$ cat src/rtl/core/xte_pkg.sv
// ----------------------------------------------------------------------------
// xte_pkg
// Shared types, character codes and escape tables of the XML text escaper.
// ----------------------------------------------------------------------------
package xte_pkg;

    localparam int QUEUE_DEPTH = 4;
    localparam int MAX_RUN     = 5;
    localparam int IDX_W       = $clog2(MAX_RUN);

    localparam logic CMD_TEXT = 1'b0;
    localparam logic CMD_EOL  = 1'b1;

    localparam logic [7:0] CH_LT   = 8'h3C;
    localparam logic [7:0] CH_AMP  = 8'h26;
    localparam logic [7:0] CH_GT   = 8'h3E;
    localparam logic [7:0] CH_DQ   = 8'h22;
    localparam logic [7:0] CH_SQ   = 8'h27;
    localparam logic [7:0] CH_BQ   = 8'h60;
    localparam logic [7:0] CH_NL   = 8'h0A;
    localparam logic [7:0] CH_CR   = 8'h0D;
    localparam logic [7:0] CH_SEMI = 8'h3B;
    localparam logic [7:0] CH_A    = 8'h61;
    localparam logic [7:0] CH_F    = 8'h66;
    localparam logic [7:0] CH_G    = 8'h67;
    localparam logic [7:0] CH_L    = 8'h6C;
    localparam logic [7:0] CH_M    = 8'h6D;
    localparam logic [7:0] CH_N    = 8'h6E;
    localparam logic [7:0] CH_P    = 8'h70;
    localparam logic [7:0] CH_T    = 8'h74;

    typedef enum logic [2:0] {
        KIND_SINGLE,
        KIND_LT,
        KIND_AMP,
        KIND_GT,
        KIND_NL,
        KIND_LF
    } run_kind_t;

    typedef struct packed {
        run_kind_t  kind;
        logic [7:0] ch;
    } item_t;

    function automatic logic [IDX_W-1:0] run_len_m1(input run_kind_t kind);
        logic [IDX_W-1:0] n;
        case (kind)
            KIND_SINGLE: n = IDX_W'(0);
            KIND_AMP:    n = IDX_W'(4);
            KIND_LT,
            KIND_GT,
            KIND_NL,
            KIND_LF:     n = IDX_W'(3);
            default:     n = IDX_W'(0);
        endcase
        return n;
    endfunction

    function automatic logic [7:0] esc_byte(input run_kind_t kind,
                                            input logic [IDX_W-1:0] idx,
                                            input logic [7:0] ch);
        logic [7:0] b;
        logic [7:0] mid1;
        logic [7:0] mid2;
        case (kind)
            KIND_LT:  begin mid1 = CH_L; mid2 = CH_T; end
            KIND_GT:  begin mid1 = CH_G; mid2 = CH_T; end
            KIND_NL:  begin mid1 = CH_N; mid2 = CH_L; end
            KIND_LF:  begin mid1 = CH_L; mid2 = CH_F; end
            default:  begin mid1 = CH_A; mid2 = CH_M; end
        endcase
        if (kind == KIND_SINGLE)
        begin
            b = ch;
        end
        else
        begin
            case (idx)
                IDX_W'(0): b = CH_AMP;
                IDX_W'(1): b = mid1;
                IDX_W'(2): b = mid2;
                IDX_W'(3): b = (kind == KIND_AMP) ? CH_P : CH_SEMI;
                default:   b = CH_SEMI;
            endcase
        end
        return b;
    endfunction

endpackage

$ cat src/rtl/core/xml_text_escaper.sv
// ----------------------------------------------------------------------------
// xml_text_escaper
// Escapes text characters into XML entity runs, tracking quoted spans.
// ----------------------------------------------------------------------------
//  channel  | ports                       | accepted when
//  ---------+-----------------------------+-----------------------
//  input    | command, text_char          | push && !full
//  result   | out_byte, last_byte         | pop && !empty
//
//  One input beat is taken per cycle while the queue has room.
//  Results leave at one byte per cycle from the output register while
//  pop is held and items wait; an item's run has 1, 4 or 5 bytes.
//  Reset clears the quote state, the queue and the output register.
//  A stalled result side fills the queue, then raises full.
// ----------------------------------------------------------------------------
module xml_text_escaper
#(
    parameter int QUEUE_DEPTH = xte_pkg::QUEUE_DEPTH
)
(
    input  logic       clk,
    input  logic       rst_n,
    input  logic       push,
    output logic       full,
    input  logic       command,
    input  logic [7:0] text_char,
    output logic       empty,
    input  logic       pop,
    output logic [7:0] out_byte,
    output logic       last_byte
);

    xte_pkg::item_t wr_item;
    xte_pkg::item_t rd_item;
    logic           q_wr;
    logic           q_rd;
    logic           q_full;
    logic           q_empty;

    assign full = q_full;

    xte_front u_front
    (
        .clk       (clk),
        .rst_n     (rst_n),
        .push      (push),
        .command   (command),
        .text_char (text_char),
        .q_full    (q_full),
        .q_wr      (q_wr),
        .q_data    (wr_item)
    );

    xte_queue
    #(
        .DEPTH (QUEUE_DEPTH)
    )
    u_queue
    (
        .clk     (clk),
        .rst_n   (rst_n),
        .wr_en   (q_wr),
        .wr_data (wr_item),
        .full    (q_full),
        .rd_en   (q_rd),
        .rd_data (rd_item),
        .empty   (q_empty)
    );

    xte_back u_back
    (
        .clk       (clk),
        .rst_n     (rst_n),
        .q_empty   (q_empty),
        .q_data    (rd_item),
        .q_rd      (q_rd),
        .empty     (empty),
        .pop       (pop),
        .out_byte  (out_byte),
        .last_byte (last_byte)
    );

endmodule

$ cat src/rtl/core/xte_front.sv
// ----------------------------------------------------------------------------
// xte_front
// Accepts input beats, classifies each into an escape run and tracks the
// quoted span state.
// ----------------------------------------------------------------------------
module xte_front
(
    input  logic            clk,
    input  logic            rst_n,
    input  logic            push,
    input  logic            command,
    input  logic [7:0]      text_char,
    input  logic            q_full,
    output logic            q_wr,
    output xte_pkg::item_t  q_data
);

    logic       in_quote_reg;
    logic       in_quote_next;
    logic [7:0] open_quote_reg;
    logic [7:0] open_quote_next;
    logic       accept;
    logic       is_quote;

    assign accept   = push && !q_full;
    assign q_wr     = accept;
    assign is_quote = (text_char == xte_pkg::CH_DQ) || (text_char == xte_pkg::CH_SQ)
                   || (text_char == xte_pkg::CH_BQ);

    always_comb
    begin
        in_quote_next   = in_quote_reg;
        open_quote_next = open_quote_reg;
        q_data.kind     = xte_pkg::KIND_SINGLE;
        q_data.ch       = text_char;
        if (command == xte_pkg::CMD_EOL)
        begin
            q_data.ch       = xte_pkg::CH_NL;
            in_quote_next   = 1'b0;
            open_quote_next = 8'h00;
        end
        else if (text_char == xte_pkg::CH_LT)
        begin
            q_data.kind = xte_pkg::KIND_LT;
        end
        else if (text_char == xte_pkg::CH_AMP)
        begin
            q_data.kind = xte_pkg::KIND_AMP;
        end
        else if (text_char == xte_pkg::CH_GT)
        begin
            q_data.kind = xte_pkg::KIND_GT;
        end
        else if (is_quote)
        begin
            if (in_quote_reg)
            begin
                if (open_quote_reg == text_char)
                begin
                    in_quote_next = 1'b0;
                end
            end
            else
            begin
                in_quote_next   = 1'b1;
                open_quote_next = text_char;
            end
        end
        else if (in_quote_reg && (text_char == xte_pkg::CH_NL))
        begin
            q_data.kind = xte_pkg::KIND_NL;
        end
        else if (in_quote_reg && (text_char == xte_pkg::CH_CR))
        begin
            q_data.kind = xte_pkg::KIND_LF;
        end
    end

    always_ff @(posedge clk or negedge rst_n)
    begin
        if (!rst_n)
        begin
            in_quote_reg   <= 1'b0;
            open_quote_reg <= 8'h00;
        end
        else if (accept)
        begin
            in_quote_reg   <= in_quote_next;
            open_quote_reg <= open_quote_next;
        end
    end

endmodule

$ cat src/rtl/core/xte_queue.sv
// ----------------------------------------------------------------------------
// xte_queue
// Short queue of classified items between the front and the back.
// ----------------------------------------------------------------------------
module xte_queue
#(
    parameter int DEPTH = xte_pkg::QUEUE_DEPTH
)
(
    input  logic            clk,
    input  logic            rst_n,
    input  logic            wr_en,
    input  xte_pkg::item_t  wr_data,
    output logic            full,
    input  logic            rd_en,
    output xte_pkg::item_t  rd_data,
    output logic            empty
);

    localparam int PTR_W = $clog2(DEPTH);
    localparam int CNT_W = $clog2(DEPTH + 1);

    xte_pkg::item_t    mem_reg [DEPTH];
    logic [PTR_W-1:0]  wr_ptr_reg;
    logic [PTR_W-1:0]  rd_ptr_reg;
    logic [CNT_W-1:0]  count_reg;
    logic              do_wr;
    logic              do_rd;

    assign full    = (count_reg == CNT_W'(DEPTH));
    assign empty   = (count_reg == CNT_W'(0));
    assign do_wr   = wr_en && !full;
    assign do_rd   = rd_en && !empty;
    assign rd_data = mem_reg[rd_ptr_reg];

    always_ff @(posedge clk)
    begin
        if (do_wr)
        begin
            mem_reg[wr_ptr_reg] <= wr_data;
        end
    end

    always_ff @(posedge clk or negedge rst_n)
    begin
        if (!rst_n)
        begin
            wr_ptr_reg <= '0;
            rd_ptr_reg <= '0;
            count_reg  <= '0;
        end
        else
        begin
            if (do_wr)
            begin
                wr_ptr_reg <= (wr_ptr_reg == PTR_W'(DEPTH - 1)) ? '0 : wr_ptr_reg + 1'b1;
            end
            if (do_rd)
            begin
                rd_ptr_reg <= (rd_ptr_reg == PTR_W'(DEPTH - 1)) ? '0 : rd_ptr_reg + 1'b1;
            end
            if (do_wr && !do_rd)
            begin
                count_reg <= count_reg + 1'b1;
            end
            else if (do_rd && !do_wr)
            begin
                count_reg <= count_reg - 1'b1;
            end
        end
    end

endmodule

$ cat src/rtl/core/xte_back.sv
// ----------------------------------------------------------------------------
// xte_back
// Expands the item at the head of the queue into its byte run, one output
// beat per cycle while pop is held, through an output register.
// ----------------------------------------------------------------------------
module xte_back
(
    input  logic                      clk,
    input  logic                      rst_n,
    input  logic                      q_empty,
    input  xte_pkg::item_t            q_data,
    output logic                      q_rd,
    output logic                      empty,
    input  logic                      pop,
    output logic [7:0]                out_byte,
    output logic                      last_byte
);

    logic                     valid_reg;
    logic [7:0]               byte_reg;
    logic                     last_reg;
    logic [xte_pkg::IDX_W-1:0] idx_reg;
    logic                     slot_free;
    logic                     load;
    logic                     at_last;

    assign slot_free = !valid_reg || pop;
    assign load      = slot_free && !q_empty;
    assign at_last   = (idx_reg == xte_pkg::run_len_m1(q_data.kind));
    assign q_rd      = load && at_last;

    assign empty     = !valid_reg;
    assign out_byte  = byte_reg;
    assign last_byte = last_reg;

    always_ff @(posedge clk)
    begin
        if (load)
        begin
            byte_reg <= xte_pkg::esc_byte(q_data.kind, idx_reg, q_data.ch);
            last_reg <= at_last;
        end
    end

    always_ff @(posedge clk or negedge rst_n)
    begin
        if (!rst_n)
        begin
            valid_reg <= 1'b0;
            idx_reg   <= '0;
        end
        else
        begin
            if (load)
            begin
                valid_reg <= 1'b1;
                idx_reg   <= at_last ? '0 : idx_reg + 1'b1;
            end
            else if (pop)
            begin
                valid_reg <= 1'b0;
            end
        end
    end

endmodule

$ cat config.mk
export PLATFORM = sky130hd
export DESIGN_NAME = xml_text_escaper
export DESIGN_NICKNAME = d
export VERILOG_FILES = /design/src/rtl/core/xte_pkg.sv /design/src/rtl/core/xml_text_escaper.sv /design/src/rtl/core/xte_front.sv /design/src/rtl/core/xte_queue.sv /design/src/rtl/core/xte_back.sv
export SDC_FILE = /design/constraint.sdc
export NUM_CORES = 1
export LEC_CHECK = 0
export ABC_AREA = 0
export BUFFER_PORTS_ARGS = -buffer_cell sky130_fd_sc_hd__buf_2
export CORE_ASPECT_RATIO = 1.2
export CORE_MARGIN = 2
export CORE_UTILIZATION = 54
export CTS_CLUSTER_SIZE = 40
export DETAILED_ROUTE_END_ITERATION = 12
export PLACE_DENSITY = 0.75
export SLEW_MARGIN = 20
export SYNTH_ARGS = -nofsm -noshare
export SYNTH_HDL_FRONTEND = slang
export SYNTH_SLANG_ARGS = --single-unit
$ cat constraint.sdc
create_clock -name clk -period 2.6 [get_ports clk]
set_input_delay 0.26 -clock clk [delete_from_list [all_inputs] [get_ports clk]]
set_output_delay 0.26 -clock clk [all_outputs]
set_load 0.005 [all_outputs]
==> impl_metrics.toml, run 1 <==
[logic_synthesis]
ys_seq_area_share_pct = 60.8
ys_top_cells_by_count = "53 x edfxtp_1, 20 x dfrtp_1, 12 x inv_1, 12 x nor2b_1"
netlist-cell-type-count = 50
synth-seq-cells = 73
ys.flop_type = "edfxtp_1"
syn-num-nets = 266
syn_area_sq_um = 3440
synth.area.top_cells = "edfxtp_1 46%, dfrtp_1 15%, mux4_2 7.2%, ha_1 4.0%, mux2_2 2.6%"
yosysMostFrequentCell = "edfxtp_1"
synth-adder-area-share_pct = 4.59
synth-async-reset-ratio_pct = 27.4
synth_area_leader_cell = "edfxtp_1"
synth_xor_area_share_pct = 3.31
ys_warn_count = 0
synth_edf_count = 53
syn_inst = 241
synth_compound_area_share_pct = 6.00
syn_area_per_cell_sq_um = 14.3
yosys.area_share.simple_pct = 12.1
synth_top_family_by_area = "simple AND/OR/NAND/NOR gates"
yosys.area.top_type_share_pct = 46.3
muxShareOfSynthArea_pct = 11.0

[routing]
vias = 2088
first_pass_iters = 4
routed_wirelength_um = 6400
drc = 0
ant_nets = 0
drt-initial-drc-count = 124
wl_per_cell_um = 17.3
viasPerCell = 5.64

[timing]
drv_slew = 0
hold_slack_ns = 0.134
max_clock_freq_mhz = 378
fin_crit_sh_pct = 102
finalClockSkew_ns = 0.00724
relSlewSlack_pct = 58.9
finalSetupViolCount = 1
worst_slack_ns = -0.0487
tightest_slew_ns = 0.612
hold_viol_final = 0
period_minus_slack_ns = 2.65
rsz0062_at_grt = "true"

[min_path]
min_from = "pop"
hold_path_end = "u_back.valid_reg"
hold_depth = 2
hold_path.class = "primary input to flop"

[layout]
largest_reg_flops = 44
syn2layout_area_growth_pct = 15.5
final_util_pct = 65.2
drive_gt1_share_pct = 30.6
final_net_count = 308
nFillCells = 472
n_antenna_cell = 0

[critical_path]
worstPathMaxFanout = 5
crit_cells = 8
worst-setup-path-type = "flop to flop"
cp_slowest_cell = "mux4_2"
path_cells = "mux4_2 -> nor2b_4 -> o2111ai_2 -> a31o_2 -> ha_4 -> inv_2 -> fa_2 -> mux2_2"
timing.rr.start = "u_queue.rd_ptr_reg[0]"
reg2reg_to = "u_queue.count_reg[1]"
crit_arrival_ns = 2.89
cp.required_ns = 2.84
slowest_delay_ns = 0.62
endpoint_kind = "flop"
r2r_cells = 8
ff2ff_setup_slack_ns = -0.05
cp_top_family = "multiplexers"
start_kind = "flop"
critPathBufInv = 1

[run]
drv_cap = 0

[floorplan]
initial_utilization_pct = 56.5
std_cell_rows = 31
core_area_sq_um = 6090
pin_count = 24
dieArea_sq_um = 7020
die_y_um = 91.4
die_w_um = 76.8

[clock_tree]
cts.sinks = 73
clkLatencyLatePin_ns = 0.35
cts-root-buf = "clkbuf_8"
path_clk_slew_ns = 0.07
htree_levels = 3
cts_tree = "done"
clockBufferDepth = 2
cts_buffers = 9

[global_routing]
grt_overflow = 0
antenna_found_initial = 0
grt_pass1_vias = 2091
grt_usage_pct = 20.2
grt_start_max_net_pins = 21
grt_pass1_wl_um = 10500

[placement]
place.gp.congestion = 0.862
place_ws_ns = -0.0481
place_hpwl_um = 4280
io_buffers = 23

[status]
outcome = "finished, violations left"
violations = "setup timing"

[pwr]
p_leak_nw = 1.54
irDropWorstVdd_mv = 0.524
p_per_area_nw_per_um2 = 1120
==> where the power goes <==
part | total [mW] | leakage (nW) | switching, mW | internal, mW
sequential | 1.82 | 0.730 | 0.185 | 1.64
combinational | 1.72 | 0.713 | 0.869 | 0.853
clock | 0.885 | 0.0974 | 0.417 | 0.468
total | 4.43 | 1.54 | 1.47 | 2.96
==> cells by family (layout without fill, tap and decap cells) <==
family                   after synthesis  in the layout
flip-flops                            73             73
XOR/XNOR                              13             13
adder cells (fa/ha/maj)               12             12
AND/OR/NAND/NOR                       71             71
AO/OA/AOI/OAI                         31             31
multiplexers                          22             22
buffers and inverters                 19             66
==> metrics by stage <==
| step | instances | total power, mW | TNS [ns] | area [sq um] |
|---|---|---|---|---|
| floorplan | 241 | 2.99 | 0 | 3470 |
| detailed placement | 348 | 3.49 | -0.0814 | 3720 |
| global placement | 348 | 3.43 | 0 | 3720 |
| global route | 370 | 4.69 | -0.273 | 3970 |
| finish | 370 | 4.43 | -0.0487 | 3970 |
| CTS | 370 | 4.43 | -0.00900 | 3970 |
==> worst register-to-register path, delay by kind of cell (launching register included) <==
| kind | cells | cell delay [ns] |
|---|---|---|
| and+or+nand+nor | 1 | 0.16 |
| muxes | 2 | 0.89 |
| DFF | 1 | 0.42 |
| AOI/OAI and AO/OA | 2 | 0.45 |
| buffers and inverters | 1 | 0.05 |
| adders and majority gates | 2 | 0.58 |
==> worst max-delay path by stage <==
stage	startpoint	to	slack, ns
floorplan	u_queue.rd_ptr_reg[0]	u_queue.count_reg[1]	0.003
global route	u_queue.rd_ptr_reg[0]	u_queue.count_reg[2]	-0.14
detailed placement	u_queue.rd_ptr_reg[0]	u_queue.count_reg[2]	-0.05
global placement	u_queue.rd_ptr_reg[0]	u_queue.count_reg[2]	0.01
CTS	u_queue.rd_ptr_reg[0]	u_queue.count_reg[1]	-0.009
finish	u_queue.rd_ptr_reg[0]	u_queue.count_reg[1]	-0.05
==> cell usage in the layout (no fill, tap or decap), types with 9 or more instances in the layout <==
cell type	synthesis	routed
edfxtp_1	53	53
buf_2	2	23
dfrtp_1	20	19
buf_4	0	14
nor2b_1	12	12
inv_1	12	11
mux4_2	11	11
nand2_1	11	11
xor2_1	10	10
ha_1	11	10
clkbuf_8	0	10
nor2_1	9	9
==> layout make-up <==
class                   instances  area (sq um)  area share, %
clock inverters                 5          55.1           1.39
flip-flops and latches         73          2090           52.7
well taps                      82           103           2.58
repair buffers                 38           230           5.80
inverters                      12          45.0           1.13
clock buffers                  11           141           3.56
multi-input cells             149          1310           32.9
==> what timing repair did <==
| action | CTS | global route |
|---|---|---|
| gates cloned | 0 | 0 |
| resized for setup | 1 | 0 |
| hold buffers | 1 | 0 |
| setup endpoints to repair | 2 | 2 |
| pin swaps | 4 | 0 |
| hold endpoints to repair | 20 | 0 |
| buffers inserted | 5 | 0 |
==> layer usage <==
| metal | up-vias | part of all wire, % | global-route usage, % |
|---|---|---|---|
| li1 | 988 | - | - |
| met1 | 1049 | 42 | 24.2 |
| met2 | 41 | 53 | 34.0 |
| met3 | 10 | 3.4 | 5.07 |
| met4 | 0 | 2.1 | 9.55 |
| met5 | - | 0 | 0 |
Note: power is estimated with default switching activity, not from simulation.
==> inputs of run 2 (changes only) <==
==> constraint.sdc (replaced) <==
create_clock -name clk -period 2.2 [get_ports clk]
set_input_delay 0.22 -clock clk [delete_from_list [all_inputs] [get_ports clk]]
set_output_delay 0.22 -clock clk [all_outputs]
set_load 0.005 [all_outputs]
==> impl_metrics.toml, run 2 (synthesis results as in run 1) <==
[clock_tree]
cts.sinks = 73
clkLatencyLatePin_ns = 0.35
path_clk_slew_ns = 0.08
cts_buffers = 9
htree_levels = 3
cts_tree = "done"
cts-root-buf = "clkbuf_8"
clockBufferDepth = 2

[global_routing]
grt_usage_pct = 18.5
grt_pass1_vias = 2107
antenna_found_initial = 0
grt_pass1_wl_um = 9800
grt_overflow = 0
grt_start_max_net_pins = 21

[critical_path]
crit_arrival_ns = 2.83
endpoint_kind = "flop"
ff2ff_setup_slack_ns = -0.40
worst-setup-path-type = "flop to flop"
slowest_delay_ns = 0.61
cp_top_family = "multiplexers"
start_kind = "flop"
critPathBufInv = 1
worstPathMaxFanout = 5
path_cells = "mux4_2 -> nor2_4 -> a31oi_2 -> a31o_2 -> ha_4 -> inv_2 -> fa_2 -> mux2_4"
cp_slowest_cell = "mux4_2"
cp.required_ns = 2.43

[timing]
fin_crit_sh_pct = 118
max_clock_freq_mhz = 384
finalSetupViolCount = 2
finalClockSkew_ns = 0.0142
relSlewSlack_pct = 59.8
rsz0062_at_grt = "true"
setup-tns-final_ns = -0.785
hold_viol_final = 0
worst_slack_ns = -0.405
drv_slew = 0
tightest_slew_ns = 0.600
period_minus_slack_ns = 2.60

[floorplan]
die_y_um = 91.4
die_w_um = 76.8
dieArea_sq_um = 7020
core_area_sq_um = 6090
initial_utilization_pct = 56.5
std_cell_rows = 31
pin_count = 24

[routing]
vias = 2086
ant_nets = 0
drt-initial-drc-count = 77
first_pass_iters = 4
drc = 0
wl_per_cell_um = 15.5
viasPerCell = 5.48
routed_wirelength_um = 5910

[layout]
final_common_cell = "edfxtp_1"
drive_gt1_share_pct = 33.8
largest_reg_flops = 44
syn2layout_area_growth_pct = 17.4
final_net_count = 319
layout_common_cells = "53 x edfxtp_1, 25 x buf_4, 23 x buf_2"
n_antenna_cell = 0

[min_path]
hold_path.class = "primary input to flop"

[pwr]
irDropWorstVdd_mv = 0.560
p_leak_nw = 1.59
totalPowerFinal_mw = 5.21
p_per_area_nw_per_um2 = 1290

[status]
outcome = "finished, violations left"
violations = "setup timing"

[placement]
place_ws_ns = -0.444
place_hpwl_um = 4100
place.gp.congestion = 0.933
io_buffers = 23

[run]
drv_cap = 0
-- run 2: per-stage QoR --
step / instances / cell area, sq um / utilization [%] / hold slack (ns)
2_1_floorplan: 241 / 3470 / - / -0.0756
3_3_place_gp: 361 / 3820 / 62.7 / 0.241
3_5_place_dp: 361 / 3820 / 62.7 / 0.229
4_1_cts: 380 / 4020 / 66.0 / 0.0495
5_1_grt: 381 / 4040 / 66.3 / 0.0514
6_report: 381 / 4040 / 66.3 / 0.0584
-- run 2: power by group --
| group | internal [mW] | switching, mW | total, mW |
|---|---|---|---|
| Combinational | 1.14 | 1.05 | 2.19 |
| Clock | 0.411 | 0.510 | 0.921 |
| Sequential | 1.93 | 0.168 | 2.10 |
-- run 2: per-layer routing --
layer  global-route usage, %  vias up  part of all wire, %
met1                    22.5     1026                   44
li1                        -     1005                    -
met2                    30.0       43                   50
met3                    4.47       12                  3.6
met5                       0        -                    0
met4                    10.3        0                  2.7
-- run 2: layout make-up --
| type | instances | area [sq um] |
|---|---|---|
| repair buffers | 49 | 313 |
| clock buffers | 10 | 128 |
| inverters | 12 | 45.0 |
| multi-input cells | 149 | 1310 |
| well taps | 82 | 103 |
| flip-flops and latches | 73 | 2090 |
| clock inverters | 6 | 42.5 |
| fillers | 438 | 2050 |
-- run 2: final timing paths --
kind	start	end	cells past startpoint
max in group asynchronous	rst_n	u_queue.rd_ptr_reg[0]	2
min in group asynchronous	rst_n	u_front.open_quote_reg[6]	2
hold reg to reg	u_queue.count_reg[2]	u_queue.count_reg[2]	1
setup / recovery	u_queue.rd_ptr_reg[0]	u_queue.count_reg[1]	8
hold / removal	pop	u_back.valid_reg	2
setup reg to reg	u_queue.rd_ptr_reg[0]	u_queue.count_reg[1]	8
-- run 2: what timing repair did --
action / CTS / global route
hold endpoints to repair: 20 / 0
resized for setup: 1 / 2
hold buffers: 1 / 0
endpoints found under the setup margin: 3 / 5
setup buffers: 2 / 1
pin swaps: 4 / 3
